## src/sv/lcar_pkg.sv

```systemverilog
package lcar_pkg;

  // Field and register widths.
  localparam int RAW_W      = 24;
  localparam int WEIGHT_W   = 16;
  localparam int FACTOR_W   = 32;
  localparam int FRAC_BITS  = 16;
  localparam int SUM_W      = 32;
  localparam int COUNT_W    = 8;
  localparam int TIMEOUT_W  = 15;
  localparam int GAP_W      = 20;
  localparam int CFG_IDX_W  = 2;
  localparam int CFG_DATA_W = 32;
  localparam int DIFF_W     = RAW_W + 1;
  localparam int PROD_W     = DIFF_W + FACTOR_W;

  // Operation codes carried by each tick.
  typedef logic [1:0] opcode_t;
  localparam opcode_t OP_NONE  = 2'd0;
  localparam opcode_t OP_WEIGH = 2'd1;
  localparam opcode_t OP_TARE  = 2'd2;

  // Configuration register indexes.
  localparam logic [CFG_IDX_W-1:0] CFG_WEIGHT_FACTOR = 2'd0;
  localparam logic [CFG_IDX_W-1:0] CFG_AVERAGE_COUNT = 2'd1;
  localparam logic [CFG_IDX_W-1:0] CFG_TIMEOUT_TICKS = 2'd2;
  localparam logic [CFG_IDX_W-1:0] CFG_GAP_TICKS     = 2'd3;

  // Register values after reset (factor is 1000.0 in Q16.16).
  localparam logic signed [FACTOR_W-1:0] WEIGHT_FACTOR_RST = 32'sd65536000;
  localparam logic [COUNT_W-1:0]         AVERAGE_COUNT_RST = 8'd10;
  localparam logic [TIMEOUT_W-1:0]       TIMEOUT_TICKS_RST = 15'd1000;
  localparam logic [GAP_W-1:0]           GAP_TICKS_RST     = 20'd10000;

  // Converter protocol phase.
  typedef enum logic [2:0] {
    PH_IDLE,
    PH_WAIT,
    PH_HIGH,
    PH_LOW,
    PH_EXTRA,
    PH_GAP
  } phase_t;

  // Sequencer states for processing one tick.
  typedef enum logic [2:0] {
    C_IDLE,
    C_STEP,
    C_MUL,
    C_DIV,
    C_EMIT
  } ctl_state_t;

  typedef struct packed {
    logic    dout;
    opcode_t opcode;
  } in_item_t;

  typedef struct packed {
    logic                       sck;
    logic                       busy_res;
    logic                       done_res;
    logic                       error;
    logic signed [WEIGHT_W-1:0] weight;
    logic signed [RAW_W-1:0]    raw_value;
  } out_item_t;

  // Commands from the controller to the datapath.
  typedef struct packed {
    logic capture;
    logic step;
    logic mul;
    logic load_out;
  } dp_cmd_t;

  // Status from the datapath to the controller.
  typedef struct packed {
    logic need_mul;
    logic need_div;
    logic div_done;
  } dp_stat_t;

endpackage

```

## src/sv/lcar_chan_if.sv

```systemverilog
interface lcar_chan_if #(
  parameter type T = logic
) ();

  logic valid;
  logic ready;
  T     data;

  modport source (output valid, output data, input ready);
  modport sink   (input valid, input data, output ready);

endinterface

```

## src/sv/load_cell_adc_reader.sv

```systemverilog
// Load-cell converter reader for a two-wire clock/data bridge ADC.
// Every input transfer on in_chan is one microsecond tick: the sampled data
// line and an opcode (none, weigh or tare). Every tick produces exactly one
// output transfer on out_chan with the clock level to drive next, busy, done,
// error, the saturated weight and the raw or averaged sample.
// Configuration (weight factor, tare average count, timeout and gap ticks)
// is written through cfg_we / cfg_index / cfg_wdata; the user must write it
// only while the block is idle, which the block does not enforce. A tick is
// captured in C_IDLE, worked in C_STEP, and its result is loaded into the
// output register in C_EMIT and offered from there. The tick that ends a
// good weigh passes C_MUL for the 25x32 multiplier; the tick that ends a
// tare with good reads waits in C_DIV for the bit-serial divider that forms
// the average. One tick is processed at a time; a new one is taken only
// after the last result is loaded. If the receiver stalls, the finished result
// waits in the output register; the next tick is still accepted and worked,
// and its result waits for the register to empty. Synchronous reset returns
// the protocol to idle, clears the tare offset and reloads config defaults.
module load_cell_adc_reader #(
  parameter int SAMPLE_BITS = 24
) (
  input  logic                                clk,
  input  logic                                rst_n,
  lcar_chan_if.sink                           in_chan,
  lcar_chan_if.source                         out_chan,
  input  logic                                cfg_we,
  input  logic [lcar_pkg::CFG_IDX_W-1:0]      cfg_index,
  input  logic [lcar_pkg::CFG_DATA_W-1:0]     cfg_wdata
);

  lcar_pkg::dp_cmd_t   cmd;
  lcar_pkg::dp_stat_t  stat;
  lcar_pkg::out_item_t out_item;
  logic                in_ready;
  logic                out_valid;

  // Sequencer for one tick.
  lcar_ctrl u_ctrl (
    .clk       (clk),
    .rst_n     (rst_n),
    .in_valid  (in_chan.valid),
    .in_ready  (in_ready),
    .out_valid (out_valid),
    .out_ready (out_chan.ready),
    .cmd       (cmd),
    .stat      (stat)
  );

  // Protocol state, arithmetic and output register.
  lcar_dp #(
    .SAMPLE_BITS (SAMPLE_BITS)
  ) u_dp (
    .clk       (clk),
    .rst_n     (rst_n),
    .cmd       (cmd),
    .stat      (stat),
    .in_item   (in_chan.data),
    .out_item  (out_item),
    .cfg_we    (cfg_we),
    .cfg_index (cfg_index),
    .cfg_wdata (cfg_wdata)
  );

  assign in_chan.ready  = in_ready;
  assign out_chan.valid = out_valid;
  assign out_chan.data  = out_item;

endmodule

```

## src/sv/lcar_div.sv

```systemverilog
module lcar_div (
  input  logic                                clk,
  input  logic                                rst_n,
  input  logic                                start,
  input  logic signed [lcar_pkg::SUM_W-1:0]   dividend,
  input  logic        [lcar_pkg::COUNT_W-1:0] divisor,
  output logic                                done,
  output logic signed [lcar_pkg::RAW_W-1:0]   quot
);

  localparam int SumW = lcar_pkg::SUM_W;
  localparam int CntW = lcar_pkg::COUNT_W;
  localparam int IterW = $clog2(SumW);

  logic             busy_r;
  logic [IterW-1:0] iter_r;
  logic             neg_r;
  logic [CntW-1:0]  dsr_r;
  logic [CntW-1:0]  rem_r;
  logic [SumW-1:0]  work_r;

  logic [CntW:0]    trial;
  logic [CntW:0]    trial_sub;
  logic             fits;
  logic [CntW-1:0]  rem_nxt;
  logic [SumW-1:0]  work_nxt;
  logic [SumW-1:0]  mag;
  logic [SumW-1:0]  signed_q;

  // One restoring step: one quotient bit per cycle, MSB first.
  always_comb begin
    trial     = {rem_r, work_r[SumW-1]};
    trial_sub = trial - {1'b0, dsr_r};
    fits      = (trial >= {1'b0, dsr_r});
    rem_nxt   = fits ? trial_sub[CntW-1:0] : trial[CntW-1:0];
    work_nxt  = {work_r[SumW-2:0], fits};
    signed_q  = neg_r ? (~work_nxt + SumW'(1)) : work_nxt;
    mag       = dividend[SumW-1] ? (~dividend + SumW'(1)) : dividend;
  end

  // The quotient truncates toward zero; the average always fits the raw width.
  assign done = busy_r && (iter_r == IterW'(SumW - 1));
  assign quot = signed_q[lcar_pkg::RAW_W-1:0];

  always_ff @(posedge clk) begin
    if (!rst_n) begin
      busy_r <= 1'b0;
    end else if (start) begin
      busy_r <= 1'b1;
    end else if (done) begin
      busy_r <= 1'b0;
    end
  end

  always_ff @(posedge clk) begin
    if (start) begin
      iter_r <= '0;
      neg_r  <= dividend[SumW-1];
      dsr_r  <= divisor;
      rem_r  <= '0;
      work_r <= mag;
    end else if (busy_r) begin
      iter_r <= iter_r + IterW'(1);
      rem_r  <= rem_nxt;
      work_r <= work_nxt;
    end
  end

endmodule

```

## src/sv/lcar_dp.sv

```systemverilog
module lcar_dp #(
  parameter int SAMPLE_BITS = 24
) (
  input  logic                                   clk,
  input  logic                                   rst_n,
  input  lcar_pkg::dp_cmd_t                      cmd,
  output lcar_pkg::dp_stat_t                     stat,
  input  lcar_pkg::in_item_t                     in_item,
  output lcar_pkg::out_item_t                    out_item,
  input  logic                                   cfg_we,
  input  logic [lcar_pkg::CFG_IDX_W-1:0]         cfg_index,
  input  logic [lcar_pkg::CFG_DATA_W-1:0]        cfg_wdata
);

  localparam int RawW   = lcar_pkg::RAW_W;
  localparam int SumW   = lcar_pkg::SUM_W;
  localparam int CntW   = lcar_pkg::COUNT_W;
  localparam int GapW   = lcar_pkg::GAP_W;
  localparam int DiffW  = lcar_pkg::DIFF_W;
  localparam int ProdW  = lcar_pkg::PROD_W;
  localparam int WgtW   = lcar_pkg::WEIGHT_W;
  localparam int QW     = ProdW - lcar_pkg::FRAC_BITS;
  localparam int PulseW = $clog2(SAMPLE_BITS + 1);

  // Configuration registers.
  logic signed [lcar_pkg::FACTOR_W-1:0]  wf_r;
  logic        [CntW-1:0]                avg_r;
  logic        [lcar_pkg::TIMEOUT_W-1:0] timeout_r;
  logic        [GapW-1:0]                gap_r;

  // Captured tick.
  logic                dout_r;
  lcar_pkg::opcode_t   opin_r;

  // Protocol state.
  lcar_pkg::phase_t        phase_r, phase_nxt;
  lcar_pkg::opcode_t       op_r, op_nxt;
  logic [PulseW-1:0]       pulse_r, pulse_nxt;
  logic [SAMPLE_BITS-1:0]  shift_r, shift_nxt;
  logic [GapW-1:0]         wait_r, wait_nxt;
  logic signed [SumW-1:0]  sum_r, sum_nxt;
  logic [CntW-1:0]         nvalid_r, nvalid_nxt;
  logic [CntW-1:0]         ndone_r, ndone_nxt;
  logic signed [RawW-1:0]  offset_r;

  // Result under construction.
  logic                    p_sck_r, p_done_r, p_err_r, p_mul_r;
  logic signed [RawW-1:0]  p_raw_r;
  logic signed [DiffW-1:0] mul_a_r;
  logic signed [ProdW-1:0] prod_r;
  lcar_pkg::out_item_t     out_r;

  // Step decisions.
  logic                    s_sck, s_done, s_err, s_mul, s_div;
  logic signed [RawW-1:0]  s_raw;
  logic                    re_fire, re_ok;
  logic signed [RawW-1:0]  re_val;
  logic signed [RawW-1:0]  sample;
  logic signed [DiffW-1:0] diff;
  logic [GapW-1:0]         wait_inc;
  logic [CntW-1:0]         need;

  logic                    div_done;
  logic signed [RawW-1:0]  div_q;
  logic signed [QW-1:0]    wq;
  logic signed [WgtW-1:0]  wsat;

  // Configuration writes.
  always_ff @(posedge clk) begin
    if (!rst_n) begin
      wf_r      <= lcar_pkg::WEIGHT_FACTOR_RST;
      avg_r     <= lcar_pkg::AVERAGE_COUNT_RST;
      timeout_r <= lcar_pkg::TIMEOUT_TICKS_RST;
      gap_r     <= lcar_pkg::GAP_TICKS_RST;
    end else if (cfg_we) begin
      case (cfg_index)
        lcar_pkg::CFG_WEIGHT_FACTOR: wf_r      <= cfg_wdata;
        lcar_pkg::CFG_AVERAGE_COUNT: avg_r     <= cfg_wdata[CntW-1:0];
        lcar_pkg::CFG_TIMEOUT_TICKS: timeout_r <= cfg_wdata[lcar_pkg::TIMEOUT_W-1:0];
        lcar_pkg::CFG_GAP_TICKS:     gap_r     <= cfg_wdata[GapW-1:0];
        default: ;
      endcase
    end
  end

  // The sampled word, sign-extended to the raw width.
  assign sample   = RawW'($signed(shift_r));
  assign wait_inc = wait_r + GapW'(1);
  assign need     = (avg_r == '0) ? CntW'(1) : avg_r;
  assign diff     = DiffW'(re_val) - DiffW'(offset_r);

  // One tick of the converter protocol.
  always_comb begin
    phase_nxt  = phase_r;
    op_nxt     = op_r;
    pulse_nxt  = pulse_r;
    shift_nxt  = shift_r;
    wait_nxt   = wait_r;
    sum_nxt    = sum_r;
    nvalid_nxt = nvalid_r;
    ndone_nxt  = ndone_r;
    s_sck      = 1'b0;
    s_done     = 1'b0;
    s_err      = 1'b0;
    s_mul      = 1'b0;
    s_div      = 1'b0;
    s_raw      = '0;
    re_fire    = 1'b0;
    re_ok      = 1'b0;
    re_val     = '0;

    case (phase_r)
      lcar_pkg::PH_IDLE: begin
        if (opin_r == lcar_pkg::OP_WEIGH || opin_r == lcar_pkg::OP_TARE) begin
          op_nxt     = opin_r;
          sum_nxt    = '0;
          nvalid_nxt = '0;
          ndone_nxt  = '0;
          phase_nxt  = lcar_pkg::PH_WAIT;
          wait_nxt   = '0;
          pulse_nxt  = '0;
          shift_nxt  = '0;
        end
      end
      lcar_pkg::PH_WAIT: begin
        if (!dout_r) begin
          pulse_nxt = '0;
          shift_nxt = '0;
          s_sck     = 1'b1;
          phase_nxt = lcar_pkg::PH_HIGH;
        end else begin
          wait_nxt = wait_inc;
          if (wait_inc >= GapW'(timeout_r)) begin
            re_fire = 1'b1;
          end
        end
      end
      lcar_pkg::PH_HIGH: begin
        shift_nxt = {shift_r[SAMPLE_BITS-2:0], dout_r};
        pulse_nxt = pulse_r + PulseW'(1);
        phase_nxt = lcar_pkg::PH_LOW;
      end
      lcar_pkg::PH_LOW: begin
        s_sck     = 1'b1;
        phase_nxt = (pulse_r >= PulseW'(SAMPLE_BITS)) ? lcar_pkg::PH_EXTRA
                                                      : lcar_pkg::PH_HIGH;
      end
      lcar_pkg::PH_EXTRA: begin
        re_fire = 1'b1;
        re_ok   = 1'b1;
        re_val  = sample;
      end
      lcar_pkg::PH_GAP: begin
        if (wait_r >= gap_r) begin
          if (ndone_r >= need) begin
            // Tare complete: average if any read was good.
            s_done    = 1'b1;
            s_err     = (nvalid_r == '0);
            s_div     = (nvalid_r != '0);
            phase_nxt = lcar_pkg::PH_IDLE;
            op_nxt    = lcar_pkg::OP_NONE;
          end else begin
            phase_nxt = lcar_pkg::PH_WAIT;
            wait_nxt  = '0;
            pulse_nxt = '0;
            shift_nxt = '0;
          end
        end else begin
          wait_nxt = wait_inc;
        end
      end
      default: begin
        phase_nxt = lcar_pkg::PH_IDLE;
        op_nxt    = lcar_pkg::OP_NONE;
      end
    endcase

    // End of one conversion, good or timed out.
    if (re_fire) begin
      if (op_r == lcar_pkg::OP_WEIGH) begin
        s_done    = 1'b1;
        s_err     = !re_ok;
        s_mul     = re_ok;
        s_raw     = re_ok ? re_val : '0;
        phase_nxt = lcar_pkg::PH_IDLE;
        op_nxt    = lcar_pkg::OP_NONE;
      end else begin
        if (re_ok) begin
          sum_nxt    = sum_r + SumW'(re_val);
          nvalid_nxt = nvalid_r + CntW'(1);
        end
        ndone_nxt = ndone_r + CntW'(1);
        phase_nxt = lcar_pkg::PH_GAP;
        wait_nxt  = '0;
      end
    end
  end

  assign stat.need_mul = s_mul;
  assign stat.need_div = s_div;
  assign stat.div_done = div_done;

  // Divider for the tare average.
  lcar_div u_div (
    .clk      (clk),
    .rst_n    (rst_n),
    .start    (cmd.step && s_div),
    .dividend (sum_r),
    .divisor  (nvalid_r),
    .done     (div_done),
    .quot     (div_q)
  );

  // Protocol state and tare offset.
  always_ff @(posedge clk) begin
    if (!rst_n) begin
      phase_r  <= lcar_pkg::PH_IDLE;
      op_r     <= lcar_pkg::OP_NONE;
      pulse_r  <= '0;
      shift_r  <= '0;
      wait_r   <= '0;
      sum_r    <= '0;
      nvalid_r <= '0;
      ndone_r  <= '0;
      offset_r <= '0;
    end else begin
      if (cmd.step) begin
        phase_r  <= phase_nxt;
        op_r     <= op_nxt;
        pulse_r  <= pulse_nxt;
        shift_r  <= shift_nxt;
        wait_r   <= wait_nxt;
        sum_r    <= sum_nxt;
        nvalid_r <= nvalid_nxt;
        ndone_r  <= ndone_nxt;
      end
      if (div_done) begin
        offset_r <= div_q;
      end
    end
  end

  // Tick capture, pending result fields and the product.
  always_ff @(posedge clk) begin
    if (cmd.capture) begin
      dout_r <= in_item.dout;
      opin_r <= in_item.opcode;
    end
    if (cmd.step) begin
      p_sck_r  <= s_sck;
      p_done_r <= s_done;
      p_err_r  <= s_err;
      p_mul_r  <= s_mul;
      p_raw_r  <= s_raw;
      mul_a_r  <= diff;
    end else if (div_done) begin
      p_raw_r <= div_q;
    end
    if (cmd.mul) begin
      prod_r <= ProdW'(mul_a_r) * ProdW'(wf_r);
    end
    if (cmd.load_out) begin
      out_r <= '{sck:       p_sck_r,
                 busy_res:  (phase_r != lcar_pkg::PH_IDLE),
                 done_res:  p_done_r,
                 error:     p_err_r,
                 weight:    p_mul_r ? wsat : '0,
                 raw_value: p_raw_r};
    end
  end

  // Floor shift of the Q41.16 product, then saturation to 16 bits.
  always_comb begin
    wq = prod_r[ProdW-1:lcar_pkg::FRAC_BITS];
    if (wq > QW'(signed'(32767))) begin
      wsat = WgtW'(signed'(32767));
    end else if (wq < QW'(signed'(-32768))) begin
      wsat = WgtW'(signed'(-32768));
    end else begin
      wsat = wq[WgtW-1:0];
    end
  end

  assign out_item = out_r;

endmodule

```

## src/sv/lcar_ctrl.sv

```systemverilog
module lcar_ctrl (
  input  logic                clk,
  input  logic                rst_n,
  input  logic                in_valid,
  output logic                in_ready,
  output logic                out_valid,
  input  logic                out_ready,
  output lcar_pkg::dp_cmd_t   cmd,
  input  lcar_pkg::dp_stat_t  stat
);

  lcar_pkg::ctl_state_t state_r, state_nxt;
  logic                 out_valid_r, out_valid_nxt;
  logic                 emit;

  // Next state.
  always_comb begin
    state_nxt = state_r;
    case (state_r)
      lcar_pkg::C_IDLE: begin
        if (in_valid) begin
          state_nxt = lcar_pkg::C_STEP;
        end
      end
      lcar_pkg::C_STEP: begin
        if (stat.need_mul) begin
          state_nxt = lcar_pkg::C_MUL;
        end else if (stat.need_div) begin
          state_nxt = lcar_pkg::C_DIV;
        end else begin
          state_nxt = lcar_pkg::C_EMIT;
        end
      end
      lcar_pkg::C_MUL: state_nxt = lcar_pkg::C_EMIT;
      lcar_pkg::C_DIV: begin
        if (stat.div_done) begin
          state_nxt = lcar_pkg::C_EMIT;
        end
      end
      lcar_pkg::C_EMIT: begin
        if (emit) begin
          state_nxt = lcar_pkg::C_IDLE;
        end
      end
      default: state_nxt = lcar_pkg::C_IDLE;
    endcase
  end

  // Commands and handshake outputs.
  always_comb begin
    emit         = (state_r == lcar_pkg::C_EMIT) && (!out_valid_r || out_ready);
    in_ready     = (state_r == lcar_pkg::C_IDLE);
    cmd.capture  = in_valid && (state_r == lcar_pkg::C_IDLE);
    cmd.step     = (state_r == lcar_pkg::C_STEP);
    cmd.mul      = (state_r == lcar_pkg::C_MUL);
    cmd.load_out = emit;
  end

  // The output register holds its result until the receiver takes it.
  always_comb begin
    if (emit) begin
      out_valid_nxt = 1'b1;
    end else if (out_ready) begin
      out_valid_nxt = 1'b0;
    end else begin
      out_valid_nxt = out_valid_r;
    end
  end

  assign out_valid = out_valid_r;

  always_ff @(posedge clk) begin
    if (!rst_n) begin
      state_r     <= lcar_pkg::C_IDLE;
      out_valid_r <= 1'b0;
    end else begin
      state_r     <= state_nxt;
      out_valid_r <= out_valid_nxt;
    end
  end

endmodule

```

## src/flat_wrapper.sv

```systemverilog
// flat-port wrapper written by rule: the top's interface ports become plain ports
module load_cell_adc_reader_flat 
#(
  parameter int SAMPLE_BITS = 24
)
  (clk, rst_n, cfg_we, cfg_index, cfg_wdata, in_chan_valid, in_chan_data, in_chan_ready, out_chan_valid, out_chan_data, out_chan_ready);
  lcar_chan_if in_chan_i ();
  lcar_chan_if out_chan_i ();
  input  logic clk;
  input  logic rst_n;
  input  logic cfg_we;
  input  logic [lcar_pkg::CFG_IDX_W-1:0] cfg_index;
  input  logic [lcar_pkg::CFG_DATA_W-1:0] cfg_wdata;
  input wire logic [$bits(in_chan_i.valid)-1:0] in_chan_valid;
  input wire logic [$bits(in_chan_i.data)-1:0] in_chan_data;
  output wire logic [$bits(in_chan_i.ready)-1:0] in_chan_ready;
  output wire logic [$bits(out_chan_i.valid)-1:0] out_chan_valid;
  output wire logic [$bits(out_chan_i.data)-1:0] out_chan_data;
  input wire logic [$bits(out_chan_i.ready)-1:0] out_chan_ready;
  assign in_chan_i.valid = in_chan_valid;
  assign in_chan_i.data = in_chan_data;
  assign in_chan_ready = in_chan_i.ready;
  assign out_chan_valid = out_chan_i.valid;
  assign out_chan_data = out_chan_i.data;
  assign out_chan_i.ready = out_chan_ready;
  load_cell_adc_reader #(.SAMPLE_BITS(SAMPLE_BITS)) u_core (.clk(clk), .rst_n(rst_n), .in_chan(in_chan_i), .out_chan(out_chan_i), .cfg_we(cfg_we), .cfg_index(cfg_index), .cfg_wdata(cfg_wdata));
endmodule
```

## config.mk

```make
export PLATFORM = sky130hd
export DESIGN_NAME = load_cell_adc_reader_flat
export DESIGN_NICKNAME = d
export VERILOG_FILES = /design/src/sv/lcar_pkg.sv /design/src/sv/lcar_chan_if.sv /design/src/sv/load_cell_adc_reader.sv /design/src/sv/lcar_div.sv /design/src/sv/lcar_dp.sv /design/src/sv/lcar_ctrl.sv /design/src/flat_wrapper.sv
export SDC_FILE = /design/constraint.sdc
export NUM_CORES = 1
export LEC_CHECK = 0
export ABC_AREA = 1
export BUFFER_PORTS_ARGS = -buffer_cell sky130_fd_sc_hd__buf_2
export CORE_AREA = 2 2 95 143
export CTS_CLUSTER_DIAMETER = 60
export DETAILED_ROUTE_END_ITERATION = 12
export DIE_AREA = 0 0 97 145
export HOLD_SLACK_MARGIN = 0.08
export PLACE_DENSITY = 0.85
export SYNTH_ARGS = -nofsm -noshare
export SYNTH_HDL_FRONTEND = slang
export SYNTH_SLANG_ARGS = --single-unit
```

## constraint.sdc

```tcl
create_clock -name clk -period 3.03 [get_ports clk]
set_input_delay 0.1515 -clock clk [delete_from_list [all_inputs] [get_ports clk]]
set_output_delay 0.1515 -clock clk [all_outputs]
set_load 0.01 [all_outputs]
```

==> metrics.yaml, run 1 <==
timing:
  setup_viol: 0
  fin_setup_tns_ns: 0
  clock_skew_ns: 0.01170
  rsz0062_at_grt: "no"
  setup_slack_ns: 0.4078
  clock.fmax_mhz: 381.4
  finalHoldViolCount: 0
  finalMaxSlewViolations: 0
  slew_headroom_pct: 48.82
  fin_crit_sh_pct: 86.54
  min_period_ns: 2.622
  tightest_slew_ns: 0.7668
synthesis:
  ys.flop_type: "dfxtp_1"
  yosysTopAreaCellShare_pct: 23.55
  synth-edff-count: 43
  syn_area_mm2: 0.007820
  netlist_instances: 1045
  yosysSeqAreaShare_pct: 40.06
  synth.area.top_cells: "dfxtp_1, edfxtp_1, nand2_1, inv_1, ha_1"
  synth_most_common_cell: "nand2_1"
  synth_area_leader_cell: "dfxtp_1"
  synth_cell_type_count: 43
  async_reset_ff_share_pct: 0
  syn-num-nets: 1130
  yosysWarnings: 0
  ys_seq_elements: 135
  yosys-top-cells-count: "nand2_1, inv_1, dfxtp_1"
  avgSynthCellArea_um2: 7.483
critical_path:
  cp_slowest_stage_delay_ns: 0.37
  crit_required_ns: 3.11
  cp_max_fo: 32
  crit_path_end_kind: "flop"
  cp_cell_sequence: "inv_1, a41o_1, ha_1, inv_1, a21oi_1, o21ai_0, nand2_1, nand3_1, nand2_1, inv_1, nand4_4, nand2_1, buf_4"
  crit_slowest_cell: "buf_4"
  r2r_cells: 13
  rrSetupSlack_ns: 0.41
  crit_family: "simple AND/OR/NAND/NOR gates"
  path_depth: 13
  critPathBufInv: 4
  start_kind: "flop"
  cp.arrival_ns: 2.70
  worst-setup-path-type: "reg2reg"
global_route:
  grt_util_all_layers_pct: 25.76
  grt_pass1_wl_um: 30000
  antenna_found_initial: 0
  grt_start_max_net_pins: 37
  grt_pass1_vias: 6941
  gr-total-overflow: 0
power:
  power_density_mw_per_mm2: 507.7
  p_leak_uw: 0.004065
  vdd_drop_max_uv: 327.4
place:
  dp_hpwl_um: 11690
  globalplace.congestion: 0.9614
  io_buffers: 30
  place_ws_ns: 0.4677
floorplanning:
  die-area_mm2: 0.01407
  start_util_pct: 60.97
  ios: 43
  fp.dieW_um: 97
  fp.coreArea_mm2: 0.01283
  rows: 51
  dieHeight_um: 145
cts:
  clkTransAtPathRegs_ns: 0.06
  clock_latency_ns: 0.43
  cts-resized-gates: 0
  cts_tree: "built"
  cts_made_buffers: 17
  htreeDepth: 4
  cts_buffer_depth: 2
  cts_sinks: 135
  cts_root_buffer: "clkbuf_16"
layout:
  fin_nets: 1175
  drive_above_1_share_pct: 12.60
  area_growth_pct: 12.86
  antenna_cells: 0
flow_run:
  maxCapViolations: 0
route:
  drtIter0Drc: 267
  routedWlPerCell_um: 13.94
  antenna_left: 0
  totalWireLength_um: 17590
  routed_via_density: 5.471
  drt-pass1-iter-count: 5
  post-route-drc-count: 0
  num_vias: 6904
worst_hold_path:
  min_delay_path_depth: 3
  hp-class: "in2reg"
status:
  outcome: "completed"
sequential cells by signal, summed over array words and instances (netlist names):
name,cells
u_core.u_dp.u_div.work_r,32
u_core.u_dp.gap_r,20
u_core.u_dp.wait_r,20
u_core.u_dp.avg_r,8
u_core.u_dp.ndone_r,8
u_core.u_dp.nvalid_r,8
u_core.u_dp.u_div.dsr_r,8
u_core.u_dp.u_div.rem_r,8
u_core.u_dp.pulse_r,5
u_core.u_dp.u_div.iter_r,5
u_core.u_ctrl.state_r,3
u_core.u_dp.phase_r,3
u_core.u_dp.op_r,2
u_core.u_ctrl.out_valid,1
u_core.u_dp.opin_r,1
u_core.u_dp.out_item,1
u_core.u_dp.p_raw_r,1
u_core.u_dp.u_div.busy_r,1
per-stage QoR:
stage          std cells  area (µm²)  util [%]  power, µW  hold WS [ns]
3_3_place_gp        1208        8050     62.76       2499        0.3348
5_1_grt             1262        8826     68.81       4655        0.1031
3_5_place_dp        1208        8050     62.76       2518        0.3425
2_1_floorplan       1045        7820         -       2387        0.2504
4_1_cts             1262        8826     68.81       4486       0.09441
6_report            1262        8826     68.81       4481        0.1058
cell usage in the layout (no fill, tap or decap), drive strengths merged, types with 3 or more instances in the layout:
master and n:
nand3 70, nand4 17, inv 174, clkinv 3
o211ai 3, or2 4, xor2 19, clkinvlp 3
clkbuf 17, xnor2 4, nand2 280, dlygate4sd3 22
nor2 76, ha 44, edfxtp 43, a21oi 97
dfxtp 92, a211oi 5, nor3 10, buf 41
o21ai 67
worst min-delay path, stage by stage:
cell and delay [ns]:
buf_2 0.10, inv_1 0.06, nor2_1 0.05
per-layer routing:
layer / vias to the layer above / share of wire (%) / track usage [%]
met5: - / 0 / 0
met4: 0 / 5.3 / 16.20
met3: 80 / 3.8 / 4.961
met2: 204 / 53 / 47.85
met1: 3154 / 38 / 25.80
li1: 3466 / - / -
kinds of logic (layout without fill, tap and decap cells):
| family | after synthesis | after routing | share of synthesized area, % |
|---|---|---|---|
| simple gates | 461 | 461 | 26.88 |
| buf+inv | 202 | 260 | 10.53 |
| compound gates | 179 | 179 | 12.66 |
| flops | 135 | 135 | 40.06 |
| fa+ha+maj | 45 | 45 | 7.296 |
| xor+xnor | 23 | 23 | 2.576 |
cell type report:
cell class	count	area, µm²
inverter	165	621.8
multi-input combinational	708	3864
tap	159	198.9
clock buffer	17	425.4
sequential	135	3133
clock inverter	15	130.1
fill	987	4000
timing repair buffer	63	452.9
what timing repair did:
item / CTS / global route
endpoints found under the hold margin: 27 / 0
setup buffers: 0 / 0
hold buffers: 22 / 0
worst paths after layout:
check | startpoint | to
setup reg to reg | u_core.u_dp.avg_r[6] | u_core.u_dp.u_div.work_r[13]
setup / recovery | u_core.u_dp.avg_r[6] | u_core.u_dp.u_div.work_r[13]
hold reg to reg | u_core.u_dp.nvalid_r[6] | u_core.u_dp.u_div.dsr_r[6]
hold / removal | in_chan_valid | u_core.u_dp.opin_r[0]
power breakdown:
group	internal [µW]	total, µW	switching, µW
registers	1920	1960	47.7
logic	186	554	368
clock network	1080	1960	883
total	3180	4480	1300
(Power assumes the default switching activity.)
==> run 2, diff against run 1 <==
--- a/config.mk
+++ b/config.mk
@@ -12,7 +12,7 @@
 export DETAILED_ROUTE_END_ITERATION = 12
 export DIE_AREA = 0 0 97 145
 export HOLD_SLACK_MARGIN = 0.08
-export PLACE_DENSITY = 0.85
+export PLACE_DENSITY = 0.77
 export SYNTH_ARGS = -nofsm -noshare
 export SYNTH_HDL_FRONTEND = slang
 export SYNTH_SLANG_ARGS = --single-unit
==> metrics.yaml, run 2 (same netlist as run 1, synthesis figures left out) <==
critical_path:
  cp_max_fo: 21  # -34%
  critPathBufInv: 2  # -2
  worst-setup-path-type: "reg2reg"
  crit_family: "compound AO/OA/AOI/OAI gates"
  crit_path_end_kind: "flop"
  cp.arrival_ns: 2.80  # +0.10 ns
  crit_slowest_cell: "dfxtp_1"
  start_kind: "flop"
  cp_slowest_stage_delay_ns: 0.31  # -0.06 ns
  crit_required_ns: 3.33  # +0.22 ns
  cp_common_cell: "a21oi_1"
  cp_cell_sequence: "nor4_1, a41o_1, ha_1, inv_1, a21oi_1, o21ai_0, nand2_1, nand3_1, buf_4, a21oi_1, nand2_4, o21ai_1, nor2_1"
layout:
  reg.largest.list: "u_core.u_dp.u_div.work_r: 32 flops, u_core.u_dp.gap_r: 20 flops, u_core.u_dp.wait_r: 20 flops"
  fin_nets: 1178  # +0.26%
  largest_reg_flops: 32  # unchanged
  layout_common_cells: "nand2_1, inv_1, dfxtp_1"
  layout_commonest_cell: "nand2_1"
  drive_above_1_share_pct: 12.84  # +0.24 points
  fill_cells: 1046  # +6.0%
  area_growth_pct: 13.63
  antenna_cells: 0  # unchanged
  top_register: "u_core.u_dp.u_div.work_r"
timing:
  rsz0062_at_grt: "no"
  min_period_ns: 2.500  # -0.1219 ns
  fin_crit_sh_pct: 82.52  # -4.0 points
  hold-worst-slack_ns: 0.1173  # +0.01142 ns
  slew_headroom_pct: 51.87  # +3.0 points
  fin_setup_tns_ns: 0  # unchanged
  finalHoldViolCount: 0  # unchanged
  tightest_slew_ns: 0.7212  # -0.04560 ns
  finalMaxSlewViolations: 0  # unchanged
  setup_viol: 0  # unchanged
  clock_skew_ns: 0.01324  # +0.001543 ns
  clock.fmax_mhz: 399.9  # +4.9%
route:
  drt-pass1-iter-count: 5  # unchanged
  antenna_left: 0  # unchanged
  met2_wirelength_um: 8999  # -3.5%
  routedWlPerCell_um: 13.49  # -3.3%
  totalWireLength_um: 17060  # -3.0%
  post-route-drc-count: 0  # unchanged
  wl_met3_um: 493  # -26%
  drt-met1-wl_um: 6773  # +1.7%
  num_vias: 6737  # -2.4%
  drtIter0Drc: 297  # +11%
  routed_via_density: 5.326  # -2.7%
  dr.max_layer_used: "met4"
cts:
  htreeDepth: 4  # unchanged
  cts_tree: "built"
  clock_latency_ns: 0.42  # about the same
  clkTransAtPathRegs_ns: 0.06  # about the same
  post-cts-setup-buffers: 0  # unchanged
  cts-resized-gates: 0  # unchanged
  cts_made_buffers: 17  # unchanged
  hold_buffers: 22  # unchanged
  cts_root_buffer: "clkbuf_16"
  cts_sinks: 135  # unchanged
  cts_buffer_depth: 2  # unchanged
status:
  outcome: "completed"
floorplanning:
  rows: 51  # unchanged
  dieHeight_um: 145  # unchanged
  fp.coreArea_mm2: 0.01283  # unchanged
  start_util_pct: 60.97  # unchanged
  ios: 43  # unchanged
  fp.dieW_um: 97  # unchanged
  die-area_mm2: 0.01407  # unchanged
worst_hold_path:
  hp-class: "in2reg"
global_route:
  grt_pass1_vias: 6535  # -5.8%
  grt_pass1_wl_um: 29120  # -2.9%
  grt_util_all_layers_pct: 25.02  # -0.74 points
  antenna_found_initial: 0  # unchanged
  grt_start_max_net_pins: 43  # +16%
  gr-total-overflow: 0  # unchanged
flow_run:
  maxCapViolations: 0  # unchanged
power:
  power_density_mw_per_mm2: 514.5  # +1.3%
  p_leak_uw: 0.004100  # +0.87%
  vdd_drop_max_uv: 344.6  # +5.3%
place:
  dp_hpwl_um: 11570  # -0.98%
  globalplace.congestion: 0.9875  # +2.7%
  io_buffers: 30  # unchanged
[run 2: worst min-delay path: cells and delay by family]
kind | cells | cell delay (ns)
buffers and inverters | 2 | 0.16
AND/OR/NAND/NOR | 1 | 0.05
[run 2: power by group]
group | switching [µW] | leakage [µW] | total, µW | internal (µW)
sequential | 45.6 | 0.00113 | 1960 | 1920
combinational | 357 | 0.00268 | 542 | 185
clock | 836 | 0.000286 | 2070 | 1230
total | 1240 | 0.00410 | 4570 | 3330
[run 2: worst paths after layout]
path                            slack (ns)  depth (start not counted)                    from                 endpoint
worst max-delay path                  0.53                         13    u_core.u_dp.avg_r[7]   u_core.u_dp.pulse_r[1]
worst min-delay path                  0.12                          3           in_chan_valid    u_core.u_dp.opin_r[0]
worst max register to register        0.53                         13    u_core.u_dp.avg_r[7]   u_core.u_dp.pulse_r[1]
worst min register to register        0.42                          0  u_core.u_dp.p_raw_r[0]  u_core.u_dp.out_item[0]
[run 2: layout make-up]
class | instances | area [µm²] | area share [%]
clock inverters | 15 | 167.7 | 1.887
flip-flops and latches | 135 | 3133 | 35.26
multi-input cells | 708 | 3864 | 43.48
well taps | 159 | 198.9 | 2.239
clock buffers | 17 | 425.4 | 4.787
inverters | 165 | 621.8 | 6.998
repair buffers | 66 | 475.5 | 5.351
[run 2: metal layers]
layer	vias to the layer above	GRT usage [%]
met5	-	0
met4	0	12.82
met3	62	4.576
met2	130	46.18
met1	3079	26.77
li1	3466	-
[run 2: metrics by stage]
step / util (%) / cell area (µm²) / std cells / worst slack (ns) / power, µW
detailed placement: 62.94 / 8073 / 1211 / 0.5382 / 2514
global route: 69.28 / 8886 / 1265 / 0.2719 / 4760
global placement: 62.94 / 8073 / 1211 / 0.6497 / 2501
CTS: 69.28 / 8886 / 1265 / 0.4914 / 4598
floorplan: - / 7820 / 1045 / 0.3776 / 2387
finish: 69.28 / 8886 / 1265 / 0.5297 / 4572
